`config.mk`:
```
export PLATFORM = sky130hd
export DESIGN_NAME = metafile_record_walker_object_alloc_unit
export DESIGN_NICKNAME = d
export VERILOG_FILES = /design/src/mrwoa_pkg.sv /design/src/mrwoa_ram.sv /design/src/mrwoa_front.sv /design/src/mrwoa_queue.sv /design/src/mrwoa_back.sv /design/src/metafile_record_walker_object_alloc_unit.sv
export VERILOG_INCLUDE_DIRS = /design/src /design/src/src
export SDC_FILE = /design/constraint.sdc
export NUM_CORES = 2
export LEC_CHECK = 0
export ABC_AREA = 1
export BUFFER_PORTS_ARGS = -buffer_cell sky130_fd_sc_hd__buf_2
export CORE_AREA = 2 2 365 367
export DETAILED_ROUTE_END_ITERATION = 10
export DIE_AREA = 0 0 367 369
export PLACE_DENSITY = 0.69
export REMOVE_ABC_BUFFERS = 1
export SLEW_MARGIN = 20
export SYNTH_ARGS = -nofsm -noshare
export SYNTH_HDL_FRONTEND = slang
export SYNTH_SLANG_ARGS = --single-unit
export TNS_END_PERCENT = 100
```
`constraint.sdc`:
```
create_clock -name clk -period 9.1 [get_ports clk]
set_clock_uncertainty 0.15 [all_clocks]
set_input_delay 0.455 -clock clk [delete_from_list [all_inputs] [get_ports clk]]
set_output_delay 0.455 -clock clk [all_outputs]
set_load 0.01 [all_outputs]
```
`src/metafile_record_walker_object_alloc_unit_macros.svh`:
```
// Assertion macros used by the record walker back end.
// Needs a clock named clk and an active-low reset named rst_n in scope.
`ifndef METAFILE_RECORD_WALKER_OBJECT_ALLOC_UNIT_MACROS_SVH
`define METAFILE_RECORD_WALKER_OBJECT_ALLOC_UNIT_MACROS_SVH

// A property checked at every rising clock edge outside reset.
`define MRWOA_ASSERT(lbl, prop, msg) \
  lbl: assert property (@(posedge clk) disable iff (!rst_n) prop) \
    else $error(msg);

// A condition that must be followed by another in the next cycle.
`define MRWOA_ASSERT_NEXT(lbl, pre, post, msg) \
  lbl: assert property (@(posedge clk) disable iff (!rst_n) (pre) |=> (post)) \
    else $error(msg);

`endif

```
`src/mrwoa_pkg.sv`:
```
// Shared types, constants and a helper function for the record walker.
// No dependencies; the front, queue, back and top level refer to it by scoped names.
`timescale 1ns / 1ps

package mrwoa_pkg;

  // Slot table size and its layout as rows of used bits.
  localparam int MAX_SLOTS = 1024;
  localparam int ROW_W     = 32;
  localparam int ROWS      = (MAX_SLOTS + ROW_W - 1) / ROW_W;
  localparam int LANE_W    = $clog2(ROW_W);
  localparam int ROW_IDX_W = (ROWS > 1) ? $clog2(ROWS) : 1;
  localparam int SLOT_W    = ROW_IDX_W + LANE_W;

  // Field widths.
  localparam int CNT_W      = 11;
  localparam int LEN_W      = 32;
  localparam int SIZE_W     = 32;
  localparam int FUNC_W     = 16;
  localparam int PARAM_W    = 16;
  localparam int OUT_SLOT_W = 10;
  localparam int TYPE_W     = 8;

  // Width of the usable slot count and of the compares made against it.
  localparam int N_W     = ($clog2(MAX_SLOTS + 1) > CNT_W) ? $clog2(MAX_SLOTS + 1) : CNT_W;
  localparam int CMP_W   = (SLOT_W > N_W) ? SLOT_W : N_W;
  localparam int PCMP_W  = (PARAM_W > N_W) ? PARAM_W : N_W;

  // Configuration port.
  localparam int CFG_ADDR_W = 3;
  localparam int CFG_DATA_W = 32;
  localparam logic REG_OBJECT_COUNT = 1'b0;
  localparam logic REG_LIST_LENGTH  = 1'b1;

  // Decoupling queue depth.
  localparam int QUEUE_DEPTH = 2;
  localparam int QPTR_W      = (QUEUE_DEPTH > 1) ? $clog2(QUEUE_DEPTH) : 1;
  localparam int QCNT_W      = $clog2(QUEUE_DEPTH + 1);

  // Record types (low byte of the function code).
  localparam logic [TYPE_W-1:0] TYPE_EOF    = 8'h00;
  localparam logic [TYPE_W-1:0] TYPE_DELETE = 8'hf0;
  localparam logic [TYPE_W-1:0] TYPE_CR_42  = 8'h42;
  localparam logic [TYPE_W-1:0] TYPE_CR_F7  = 8'hf7;
  localparam logic [TYPE_W-1:0] TYPE_CR_F9  = 8'hf9;
  localparam logic [TYPE_W-1:0] TYPE_CR_FA  = 8'hfa;
  localparam logic [TYPE_W-1:0] TYPE_CR_FB  = 8'hfb;
  localparam logic [TYPE_W-1:0] TYPE_CR_FC  = 8'hfc;
  localparam logic [TYPE_W-1:0] TYPE_CR_FF  = 8'hff;

  // Smallest legal record size in words.
  localparam logic [SIZE_W-1:0] MIN_RECORD_WORDS = 32'd3;

  typedef enum logic [3:0] {
    ST_OTHER   = 4'd0,
    ST_CREATED = 4'd1,
    ST_DELETED = 4'd2,
    ST_DEL_OOR = 4'd3,
    ST_FULL    = 4'd4,
    ST_EOF     = 4'd5,
    ST_BADSIZE = 4'd6,
    ST_END     = 4'd7,
    ST_STOPPED = 4'd8
  } status_t;

  typedef enum logic [1:0] {
    OP_PASS,
    OP_CREATE,
    OP_DELETE
  } op_kind_t;

  typedef enum logic [1:0] {
    BK_IDLE,
    BK_SCAN,
    BK_DEL
  } back_state_t;

  typedef struct packed {
    logic [SIZE_W-1:0]  record_size_words;
    logic [FUNC_W-1:0]  record_function;
    logic [PARAM_W-1:0] first_param;
  } in_item_t;

  typedef struct packed {
    status_t               status;
    logic [OUT_SLOT_W-1:0] slot_index;
    logic [LEN_W-1:0]      record_offset_words;
  } out_item_t;

  // One classified request on its way from the front to the back.
  typedef struct packed {
    op_kind_t          kind;
    status_t           status;
    logic [SLOT_W-1:0] slot;
    logic [LEN_W-1:0]  offset;
  } q_entry_t;

  // Slots that may be used: the smaller of the configured count and the table size.
  function automatic logic [N_W-1:0] usable_slots(input logic [CNT_W-1:0] count);
    logic [N_W-1:0] c;
    c = N_W'(count);
    return (c < N_W'(MAX_SLOTS)) ? c : N_W'(MAX_SLOTS);
  endfunction

endpackage

```
`src/mrwoa_ram.sv`:
```
// Generic single-write, single-read RAM with a registered read port.
// No dependencies.
`timescale 1ns / 1ps

module mrwoa_ram #(
  parameter int WIDTH = 32,
  parameter int DEPTH = 32
) (
  input  logic                                   clk,
  input  logic                                   we,
  input  logic [((DEPTH > 1) ? $clog2(DEPTH) : 1)-1:0] waddr,
  input  logic [WIDTH-1:0]                       wdata,
  input  logic                                   re,
  input  logic [((DEPTH > 1) ? $clog2(DEPTH) : 1)-1:0] raddr,
  output logic [WIDTH-1:0]                       rdata
);

  logic [WIDTH-1:0] mem_r [DEPTH];
  logic [WIDTH-1:0] rdata_r;

  always_ff @(posedge clk) begin
    if (we) begin
      mem_r[waddr] <= wdata;
    end
    if (re) begin
      rdata_r <= mem_r[raddr];
    end
  end

  assign rdata = rdata_r;

endmodule

```
`src/mrwoa_front.sv`:
```
// Front end: takes record headers, follows the walk position and classifies each request.
// Depends on mrwoa_pkg.
`timescale 1ns / 1ps

module mrwoa_front (
  input  logic                            clk,
  input  logic                            rst_n,
  input  logic                            start,
  input  mrwoa_pkg::in_item_t             in_item,
  input  logic                            q_full,
  input  logic [mrwoa_pkg::CNT_W-1:0]     object_count,
  input  logic [mrwoa_pkg::LEN_W-1:0]     list_length_words,
  output logic                            push,
  output mrwoa_pkg::q_entry_t             push_entry
);

  logic [mrwoa_pkg::LEN_W-1:0] pos_r, pos_nxt;
  logic                        stopped_r, stopped_nxt;

  logic [mrwoa_pkg::LEN_W:0]     sum;
  logic                          at_end;
  logic [mrwoa_pkg::TYPE_W-1:0]  rec_type;
  logic [mrwoa_pkg::N_W-1:0]     n;
  logic                          is_create;

  assign push     = start && !q_full;
  assign rec_type = in_item.record_function[mrwoa_pkg::TYPE_W-1:0];
  assign n        = mrwoa_pkg::usable_slots(object_count);
  assign sum      = {1'b0, pos_r} + (mrwoa_pkg::LEN_W + 1)'(in_item.record_size_words);
  assign at_end   = (pos_r >= list_length_words) || (sum > {1'b0, list_length_words});

  assign is_create = (rec_type == mrwoa_pkg::TYPE_CR_42) || (rec_type == mrwoa_pkg::TYPE_CR_F7) ||
                     (rec_type == mrwoa_pkg::TYPE_CR_F9) || (rec_type == mrwoa_pkg::TYPE_CR_FA) ||
                     (rec_type == mrwoa_pkg::TYPE_CR_FB) || (rec_type == mrwoa_pkg::TYPE_CR_FC) ||
                     (rec_type == mrwoa_pkg::TYPE_CR_FF);

  always_comb begin
    pos_nxt            = pos_r;
    stopped_nxt        = stopped_r;
    push_entry.kind    = mrwoa_pkg::OP_PASS;
    push_entry.status  = mrwoa_pkg::ST_OTHER;
    push_entry.slot    = '0;
    push_entry.offset  = pos_r;
    if (stopped_r) begin
      push_entry.status = mrwoa_pkg::ST_STOPPED;
    end else if (at_end) begin
      push_entry.status = mrwoa_pkg::ST_END;
      stopped_nxt       = push;
    end else if (in_item.record_size_words < mrwoa_pkg::MIN_RECORD_WORDS) begin
      push_entry.status = mrwoa_pkg::ST_BADSIZE;
      stopped_nxt       = push;
    end else if (rec_type == mrwoa_pkg::TYPE_EOF) begin
      push_entry.status = mrwoa_pkg::ST_EOF;
      stopped_nxt       = push;
    end else begin
      if (push) begin
        pos_nxt = sum[mrwoa_pkg::LEN_W-1:0];
      end
      if (is_create) begin
        if (n == '0) begin
          push_entry.status = mrwoa_pkg::ST_FULL;
        end else begin
          push_entry.kind = mrwoa_pkg::OP_CREATE;
        end
      end else if (rec_type == mrwoa_pkg::TYPE_DELETE) begin
        if (mrwoa_pkg::PCMP_W'(in_item.first_param) < mrwoa_pkg::PCMP_W'(n)) begin
          push_entry.kind = mrwoa_pkg::OP_DELETE;
          push_entry.slot = mrwoa_pkg::SLOT_W'(in_item.first_param);
        end else begin
          push_entry.status = mrwoa_pkg::ST_DEL_OOR;
        end
      end
    end
  end

  always_ff @(posedge clk) begin
    if (!rst_n) begin
      pos_r     <= '0;
      stopped_r <= 1'b0;
    end else begin
      pos_r     <= pos_nxt;
      stopped_r <= stopped_nxt;
    end
  end

endmodule

```
`src/mrwoa_queue.sv`:
```
// Short request queue that decouples the classifying front from the table back end.
// Depends on mrwoa_pkg.
`timescale 1ns / 1ps

module mrwoa_queue (
  input  logic                clk,
  input  logic                rst_n,
  input  logic                push,
  input  mrwoa_pkg::q_entry_t push_entry,
  output logic                full,
  input  logic                pop,
  output logic                head_valid,
  output mrwoa_pkg::q_entry_t head
);

  mrwoa_pkg::q_entry_t              slot_r [mrwoa_pkg::QUEUE_DEPTH];
  logic [mrwoa_pkg::QPTR_W-1:0]     wr_ptr_r, wr_ptr_nxt;
  logic [mrwoa_pkg::QPTR_W-1:0]     rd_ptr_r, rd_ptr_nxt;
  logic [mrwoa_pkg::QCNT_W-1:0]     count_r, count_nxt;
  logic                             do_push, do_pop;

  assign full       = (count_r == mrwoa_pkg::QCNT_W'(mrwoa_pkg::QUEUE_DEPTH));
  assign head_valid = (count_r != '0);
  assign head       = slot_r[rd_ptr_r];
  assign do_push    = push && !full;
  assign do_pop     = pop && head_valid;

  function automatic logic [mrwoa_pkg::QPTR_W-1:0] ptr_inc(input logic [mrwoa_pkg::QPTR_W-1:0] p);
    return (p == mrwoa_pkg::QPTR_W'(mrwoa_pkg::QUEUE_DEPTH - 1)) ? '0 : p + 1'b1;
  endfunction

  always_comb begin
    wr_ptr_nxt = do_push ? ptr_inc(wr_ptr_r) : wr_ptr_r;
    rd_ptr_nxt = do_pop ? ptr_inc(rd_ptr_r) : rd_ptr_r;
    count_nxt  = count_r;
    if (do_push && !do_pop) begin
      count_nxt = count_r + 1'b1;
    end else if (do_pop && !do_push) begin
      count_nxt = count_r - 1'b1;
    end
  end

  always_ff @(posedge clk) begin
    if (do_push) begin
      slot_r[wr_ptr_r] <= push_entry;
    end
  end

  always_ff @(posedge clk) begin
    if (!rst_n) begin
      wr_ptr_r <= '0;
      rd_ptr_r <= '0;
      count_r  <= '0;
    end else begin
      wr_ptr_r <= wr_ptr_nxt;
      rd_ptr_r <= rd_ptr_nxt;
      count_r  <= count_nxt;
    end
  end

endmodule

```
`src/mrwoa_back.sv`:
```
// Back end: carries out create and delete requests on the used-bit table and
// registers every result. Depends on mrwoa_pkg, mrwoa_ram and the assertion macros.
`timescale 1ns / 1ps
`include "metafile_record_walker_object_alloc_unit_macros.svh"

module mrwoa_back (
  input  logic                        clk,
  input  logic                        rst_n,
  input  logic                        q_valid,
  input  mrwoa_pkg::q_entry_t         q_entry,
  output logic                        q_pop,
  input  logic [mrwoa_pkg::CNT_W-1:0] object_count,
  output logic                        out_valid,
  output mrwoa_pkg::out_item_t        out_result
);

  mrwoa_pkg::back_state_t state_r, state_nxt;

  logic [mrwoa_pkg::ROW_IDX_W-1:0] cur_row_r, cur_row_nxt;
  logic [mrwoa_pkg::LANE_W-1:0]    del_lane_r, del_lane_nxt;
  logic [mrwoa_pkg::LEN_W-1:0]     off_r, off_nxt;
  logic [mrwoa_pkg::ROWS-1:0]      row_valid_r, row_valid_nxt;
  logic                            out_valid_r, out_valid_nxt;
  mrwoa_pkg::out_item_t            out_result_r, out_result_nxt;

  logic                            ram_we, ram_re;
  logic [mrwoa_pkg::ROW_IDX_W-1:0] ram_raddr;
  logic [mrwoa_pkg::ROW_W-1:0]     ram_wdata, ram_rdata;

  logic [mrwoa_pkg::N_W-1:0]       n;
  logic [mrwoa_pkg::ROW_IDX_W-1:0] last_row;
  logic [mrwoa_pkg::ROW_W-1:0]     row_eff, beyond, free_vec;
  logic                            found;
  logic [mrwoa_pkg::LANE_W-1:0]    lane;
  logic                            scan_done;

  mrwoa_ram #(
    .WIDTH (mrwoa_pkg::ROW_W),
    .DEPTH (mrwoa_pkg::ROWS)
  ) u_used_ram (
    .clk   (clk),
    .we    (ram_we),
    .waddr (cur_row_r),
    .wdata (ram_wdata),
    .re    (ram_re),
    .raddr (ram_raddr),
    .rdata (ram_rdata)
  );

  assign n         = mrwoa_pkg::usable_slots(object_count);
  assign last_row  = mrwoa_pkg::ROW_IDX_W'((n - 1'b1) >> mrwoa_pkg::LANE_W);
  // A row never written since reset reads as all slots free.
  assign row_eff   = row_valid_r[cur_row_r] ? ram_rdata : '0;
  assign free_vec  = ~(row_eff | beyond);
  assign scan_done = found || (cur_row_r == last_row);

  // Slots at or above the usable count count as taken.
  always_comb begin
    for (int i = 0; i < mrwoa_pkg::ROW_W; i++) begin
      beyond[i] = mrwoa_pkg::CMP_W'({cur_row_r, mrwoa_pkg::LANE_W'(i)}) >=
                  mrwoa_pkg::CMP_W'(n);
    end
  end

  // Lowest free lane of the current row.
  always_comb begin
    found = 1'b0;
    lane  = '0;
    for (int i = mrwoa_pkg::ROW_W - 1; i >= 0; i--) begin
      if (free_vec[i]) begin
        found = 1'b1;
        lane  = mrwoa_pkg::LANE_W'(i);
      end
    end
  end

  always_comb begin
    state_nxt = state_r;
    case (state_r)
      mrwoa_pkg::BK_IDLE: begin
        if (q_valid) begin
          case (q_entry.kind)
            mrwoa_pkg::OP_CREATE: state_nxt = mrwoa_pkg::BK_SCAN;
            mrwoa_pkg::OP_DELETE: state_nxt = mrwoa_pkg::BK_DEL;
            default:              state_nxt = mrwoa_pkg::BK_IDLE;
          endcase
        end
      end
      mrwoa_pkg::BK_SCAN: begin
        if (scan_done) begin
          state_nxt = mrwoa_pkg::BK_IDLE;
        end
      end
      mrwoa_pkg::BK_DEL: state_nxt = mrwoa_pkg::BK_IDLE;
      default:           state_nxt = mrwoa_pkg::BK_IDLE;
    endcase
  end

  always_comb begin
    q_pop          = 1'b0;
    ram_re         = 1'b0;
    ram_raddr      = cur_row_r;
    ram_we         = 1'b0;
    ram_wdata      = row_eff;
    cur_row_nxt    = cur_row_r;
    del_lane_nxt   = del_lane_r;
    off_nxt        = off_r;
    row_valid_nxt  = row_valid_r;
    out_valid_nxt  = 1'b0;
    out_result_nxt = out_result_r;
    case (state_r)
      mrwoa_pkg::BK_IDLE: begin
        if (q_valid) begin
          q_pop   = 1'b1;
          off_nxt = q_entry.offset;
          case (q_entry.kind)
            mrwoa_pkg::OP_CREATE: begin
              ram_re      = 1'b1;
              ram_raddr   = '0;
              cur_row_nxt = '0;
            end
            mrwoa_pkg::OP_DELETE: begin
              ram_re       = 1'b1;
              ram_raddr    = q_entry.slot[mrwoa_pkg::SLOT_W-1:mrwoa_pkg::LANE_W];
              cur_row_nxt  = q_entry.slot[mrwoa_pkg::SLOT_W-1:mrwoa_pkg::LANE_W];
              del_lane_nxt = q_entry.slot[mrwoa_pkg::LANE_W-1:0];
            end
            default: begin
              out_valid_nxt                      = 1'b1;
              out_result_nxt.status              = q_entry.status;
              out_result_nxt.slot_index          = '0;
              out_result_nxt.record_offset_words = q_entry.offset;
            end
          endcase
        end
      end
      mrwoa_pkg::BK_SCAN: begin
        if (found) begin
          ram_we                             = 1'b1;
          ram_wdata                          = row_eff | (mrwoa_pkg::ROW_W'(1) << lane);
          row_valid_nxt[cur_row_r]           = 1'b1;
          out_valid_nxt                      = 1'b1;
          out_result_nxt.status              = mrwoa_pkg::ST_CREATED;
          out_result_nxt.slot_index          = mrwoa_pkg::OUT_SLOT_W'({cur_row_r, lane});
          out_result_nxt.record_offset_words = off_r;
        end else if (cur_row_r == last_row) begin
          out_valid_nxt                      = 1'b1;
          out_result_nxt.status              = mrwoa_pkg::ST_FULL;
          out_result_nxt.slot_index          = '0;
          out_result_nxt.record_offset_words = off_r;
        end else begin
          cur_row_nxt = mrwoa_pkg::ROW_IDX_W'(cur_row_r + 1'b1);
          ram_re      = 1'b1;
          ram_raddr   = mrwoa_pkg::ROW_IDX_W'(cur_row_r + 1'b1);
        end
      end
      mrwoa_pkg::BK_DEL: begin
        ram_we                             = 1'b1;
        ram_wdata                          = row_eff & ~(mrwoa_pkg::ROW_W'(1) << del_lane_r);
        row_valid_nxt[cur_row_r]           = 1'b1;
        out_valid_nxt                      = 1'b1;
        out_result_nxt.status              = mrwoa_pkg::ST_DELETED;
        out_result_nxt.slot_index          = mrwoa_pkg::OUT_SLOT_W'({cur_row_r, del_lane_r});
        out_result_nxt.record_offset_words = off_r;
      end
      default: begin
        out_valid_nxt = 1'b0;
      end
    endcase
  end

  always_ff @(posedge clk) begin
    if (!rst_n) begin
      state_r     <= mrwoa_pkg::BK_IDLE;
      row_valid_r <= '0;
      out_valid_r <= 1'b0;
    end else begin
      state_r     <= state_nxt;
      row_valid_r <= row_valid_nxt;
      out_valid_r <= out_valid_nxt;
    end
  end

  always_ff @(posedge clk) begin
    cur_row_r    <= cur_row_nxt;
    del_lane_r   <= del_lane_nxt;
    off_r        <= off_nxt;
    out_result_r <= out_result_nxt;
  end

  assign out_valid  = out_valid_r;
  assign out_result = out_result_r;

  `MRWOA_ASSERT(a_scan_row_in_range, (state_r == mrwoa_pkg::BK_SCAN) |-> (cur_row_r <= last_row), "scan ran past the last usable row")
  `MRWOA_ASSERT(a_no_read_on_write, !(ram_we && ram_re), "table read and write in the same cycle")
  `MRWOA_ASSERT(a_slot_zero_otherwise, (out_valid_r && (out_result_r.status != mrwoa_pkg::ST_CREATED) && (out_result_r.status != mrwoa_pkg::ST_DELETED)) |-> (out_result_r.slot_index == '0), "slot index set on a result without a slot")
  `MRWOA_ASSERT_NEXT(a_delete_one_cycle, state_r == mrwoa_pkg::BK_DEL, (state_r == mrwoa_pkg::BK_IDLE) && out_valid_r, "delete did not finish with a result")

endmodule

```
`src/metafile_record_walker_object_alloc_unit.sv`:
```
// Top level of the record walker with lowest-free-slot object allocator.
// Depends on mrwoa_pkg, mrwoa_front, mrwoa_queue, mrwoa_back and mrwoa_ram.
`timescale 1ns / 1ps

// The block walks a record list one header at a time. A request is taken on
// a rising edge with start high and busy low; every request yields exactly
// one result, shown for a single cycle with out_valid high, in request order.
// The receiver cannot stall, so a result must be captured in the cycle it is
// shown. With the back end free, a request that needs no table work (end
// of walk, bad size, end of file, other types, out-of-range delete, create
// with a zero count) takes a queue entry and then the result register.
// A delete reads its row of the table, then writes it back with the slot
// cleared and registers its result. A create scans the used-bit table
// one 32-slot row per cycle, up to the last usable row; that scan through
// the single read port of the table memory sets the rate. A request that
// waits in the queue behind earlier ones adds their back-end time. The front
// end classifies and moves the walk position on at once, and a two-entry
// queue lets it take further requests while a scan runs; busy is high only
// while that queue is full. The table is clear straight after reset, held by
// one valid bit per row, so there is no clearing pass. Configuration writes
// are to be made only while no request is outstanding.
module metafile_record_walker_object_alloc_unit (
  input  logic                             clk,
  input  logic                             rst_n,
  // request channel
  input  logic                             start,
  output logic                             busy,
  input  mrwoa_pkg::in_item_t              in_item,
  // result channel
  output logic                             out_valid,
  output mrwoa_pkg::out_item_t             out_result,
  // configuration port
  input  logic                             psel,
  input  logic                             penable,
  input  logic                             pwrite,
  input  logic [mrwoa_pkg::CFG_ADDR_W-1:0] paddr,
  input  logic [mrwoa_pkg::CFG_DATA_W-1:0] pwdata,
  output logic [mrwoa_pkg::CFG_DATA_W-1:0] prdata,
  output logic                             pready
);

  // Configuration registers: usable object count and list length.
  logic [mrwoa_pkg::CNT_W-1:0] object_count_r, object_count_nxt;
  logic [mrwoa_pkg::LEN_W-1:0] list_length_r, list_length_nxt;
  logic                        cfg_write;
  logic                        cfg_index;

  // Front to queue and queue to back.
  logic                q_full;
  logic                push;
  mrwoa_pkg::q_entry_t push_entry;
  logic                head_valid;
  mrwoa_pkg::q_entry_t head;
  logic                pop;

  assign pready    = 1'b1;
  assign cfg_write = psel && penable && pwrite && pready;
  assign cfg_index = paddr[mrwoa_pkg::CFG_ADDR_W-1];

  always_comb begin
    object_count_nxt = object_count_r;
    list_length_nxt  = list_length_r;
    if (cfg_write) begin
      case (cfg_index)
        mrwoa_pkg::REG_OBJECT_COUNT: object_count_nxt = pwdata[mrwoa_pkg::CNT_W-1:0];
        mrwoa_pkg::REG_LIST_LENGTH:  list_length_nxt  = pwdata[mrwoa_pkg::LEN_W-1:0];
        default:                     list_length_nxt  = list_length_r;
      endcase
    end
  end

  always_comb begin
    case (cfg_index)
      mrwoa_pkg::REG_OBJECT_COUNT: prdata = mrwoa_pkg::CFG_DATA_W'(object_count_r);
      mrwoa_pkg::REG_LIST_LENGTH:  prdata = mrwoa_pkg::CFG_DATA_W'(list_length_r);
      default:                     prdata = '0;
    endcase
  end

  always_ff @(posedge clk) begin
    if (!rst_n) begin
      object_count_r <= '0;
      list_length_r  <= '0;
    end else begin
      object_count_r <= object_count_nxt;
      list_length_r  <= list_length_nxt;
    end
  end

  // A request is refused only while the queue to the back end is full.
  assign busy = q_full;

  mrwoa_front u_front (
    .clk               (clk),
    .rst_n             (rst_n),
    .start             (start),
    .in_item           (in_item),
    .q_full            (q_full),
    .object_count      (object_count_r),
    .list_length_words (list_length_r),
    .push              (push),
    .push_entry        (push_entry)
  );

  mrwoa_queue u_queue (
    .clk        (clk),
    .rst_n      (rst_n),
    .push       (push),
    .push_entry (push_entry),
    .full       (q_full),
    .pop        (pop),
    .head_valid (head_valid),
    .head       (head)
  );

  mrwoa_back u_back (
    .clk          (clk),
    .rst_n        (rst_n),
    .q_valid      (head_valid),
    .q_entry      (head),
    .q_pop        (pop),
    .object_count (object_count_r),
    .out_valid    (out_valid),
    .out_result   (out_result)
  );

endmodule
```
==> metrics.txt <==
outcome completed; H-tree levels 4; largest family of logic cells by synthesized area compound AO/OA/AOI/OAI gates; core box area 0.131 sq mm; dpl ws 1840 ps; grt ovf 0; slowest library cell on the worst path nor4_2; DRT iter0 DRCs 5,054; Initial Util 0.448; Post-route DRC 0; Yosys reg bits 1,356; hold_ws 49.7 ps; Max transition margin 0.215; DIE HEIGHT 369 um; RSZ-0062 raised after global routing false; IO Count 186; highest cell delay on the worst timing path 580 ps; Multi-input gate area 0.0170 sq mm; Avg Inst Size Synth 11.4 sq um; Comb pwr share 0.490; data required time of the critical path 9610 ps; hold_buf cts 44; final setup margin 1840 ps; most common cell in the synthesized netlist nand2_1; P_sw 12.4 mW; vias per cell 5.71; final hold viol count 0; std cell rows 133; Synth top area share 0.632; post-synth top area cell edfxtp_1; first-pass GRT wire length 239 mm; routed vias 40,940; post-synth cell types 63; vias in the first global route 38,406; FF+latch area 0.0395 sq mm; Final Cycle Share 0.797; top cells by instance count after synthesis 1,396 x nand2_1, 1,235 x edfxtp_1, 562 x a21oi_1, 262 x inv_1, 223 x o21ai_0; cells after synthesis 5,165; postcts setup bufs 0; Total Nets Final 5,535; Clk pwr share 0.201; hpwl dp 92.8 mm; Synth area leaders edfxtp_1 63%, nand2_1 8.9%, a21oi_1 4.8%, dfxtp_1 4.1%, ha_1 2.6%; Reg clk slew, reported paths 60 ps; DR WL/cell 22.3 um; number of clock sinks 1,356; total CTS buffers 139; hold crit path type input pin to flop; Die ar. 0.135 sq mm; Synth Area in Adders 0.0266; P&R area growth vs syn 13.1%; fillcell total 11,380; Placed Area 0.0613 sq mm; register area share after synthesis 0.673; WL final 160 mm; area of the mapped netlist 0.0587 sq mm; max-slew violations 0; gr busiest metal met2; Critical Path AT 7770 ps; layout cell share with drive strength beyond 1 0.103; Simple-Gate Fraction of Synth Area 0.120; yosys warns 0; GP Congestion 0.948; Synth Area in Compound Gates 0.134; Setup TNS Final 0 ps; highest clock rate 0.138 GHz; crit path kind flop to flop; Buffers on Ports 174; Root Driver clkbuf_16; reg-to-reg slack, setup 1840 ps; Longest Clk Path Bufs 3; met2 usage 0.374; drt first pass iters 6; met3 usage 0.0421; DIE WIDTH 367 um; GRT Overall Usage 0.232; VDD IR max 0.000843 V; TritonCTS clock tree built; clk_lat worst skew 780 ps; Crit. End Element flop; Global Route met1 Usage 0.317; fin crit period 7260 ps; post-route cell area 0.0664 sq mm; register share of total power 0.309; Final setup viols 0; Startpoint Class flop; Sw Ratio 0.440; # Max-Cap Violations 0; CP Max Fanout 36; P_int 15.7 mW; post-synthesis mux area share 0; Post-CTS Resized 0; asr flop ratio synth 0; Worst Tran Pin Value 1180 ps; Post-DRT Antenna Nets 0; Post-Synth XOR/XNOR Area 0.00507; Pwr Density 423 mW/mm^2; LEAKAGE 24.4 nW; largest net degree at the start of global routing 199; top_reg_cell synth edfxtp_1; initial antenna violation count 8; number of flops mapped to enable cells by yosys 1,235
[cells by family (layout without fill, tap and decap cells)]
family	count (synthesis)	count (layout)
AND/OR/NAND/NOR	1781	1781
XOR/XNOR	34	34
buffers and inverters	581	833
other	1	3
adder cells (fa/ha/maj)	124	124
flip-flops	1356	1356
AO/OA/AOI/OAI	1288	1288
[per-stage QoR]
| stage | instances | total power, mW | util |
|---|---|---|---|
| 3_3_place_gp | 6875 | 22.1 | 0.467 |
| 4_1_cts | 7172 | 28.0 | 0.505 |
| 2_1_floorplan | 4865 | 16.3 | - |
| 3_5_place_dp | 6876 | 22.3 | 0.468 |
| 5_1_grt | 7174 | 29.8 | 0.506 |
| 6_report | 7174 | 28.1 | 0.506 |
[sequential cells by signal, indices dropped and copies added, names as in the netlist, 2 cells and up, named ones only]
register and flops:
u_queue.count_r 2, u_back.state_r 2, u_back.del_lane_r 5, u_queue.slot_r 96, list_length_r 32, u_back.u_used_ram.mem_r 1024, u_back.out_result 46, object_count_r 11
u_front.pos_r 32, u_back.off_r 32, u_back.u_used_ram.rdata 32, u_back.cur_row_r 5, u_back.row_valid_r 32
[final cells by class]
class | instances | area share
Sequential cell | 1356 | 0.595
Multi-Input combinational cell | 3228 | 0.256
Clock buffer | 172 | 0.0557
Tap cell | 1755 | 0.0331
Timing Repair Buffer | 300 | 0.0309
Inverter | 281 | 0.0163
Clock inverter | 80 | 0.0122
Antenna cell | 2 | 0.0000754
[critical path: cells and delay by family (launching register included)]
| family | cells | cell delay [ps] |
|---|---|---|
| AO/OA/AOI/OAI | 18 | 3100 |
| adder cells (fa/ha/maj) | 2 | 560 |
| XOR/XNOR | 1 | 240 |
| flip-flops | 1 | 460 |
| buffers and inverters | 3 | 720 |
| AND/OR/NAND/NOR | 14 | 1890 |
[routing by layer]
metal / vias to the layer above / wire length (um)
li1: 18879 / -
met1: 19967 / 66000
met2: 1783 / 75600
met3: 305 / 13700
met4: 6 / 5140
met5: - / 35
[cells in the final DEF, fill, tap and decap left out, drive strengths merged, types with 26 or more instances in the layout]
cell / count
nand3: 78
a21oi: 562
a32oi: 128
o21ai: 344
buf: 256
dlygate4sd3: 44
clkbuf: 172
a32o: 129
nor2: 227
inv: 284
xor2: 26
ha: 123
dfxtp: 121
clkinv: 58
o21bai: 44
nand2: 1402
edfxtp: 1235
[final timing paths]
path | cells after the start | to | startpoint
worst min-delay path | 5 | list_length_r[0] | penable
worst max register to register | 38 | u_front.pos_r[5] | u_front.pos_r[1]
worst max-delay path | 38 | u_front.pos_r[5] | u_front.pos_r[1]
worst min register to register | 2 | u_back.row_valid_r[14] | u_back.row_valid_r[14]
[power by group through the flow]
stage / combinational [mW] / sequential (mW) / clock (mW)
floorplan: 7.63 / 8.70 / 0
global placement: 13.3 / 8.79 / 0
detailed placement: 13.5 / 8.79 / 0
CTS: 13.6 / 8.67 / 5.71
global route: 15.1 / 8.71 / 5.96
finish: 13.8 / 8.67 / 5.65
(Power assumes the default switching activity.)
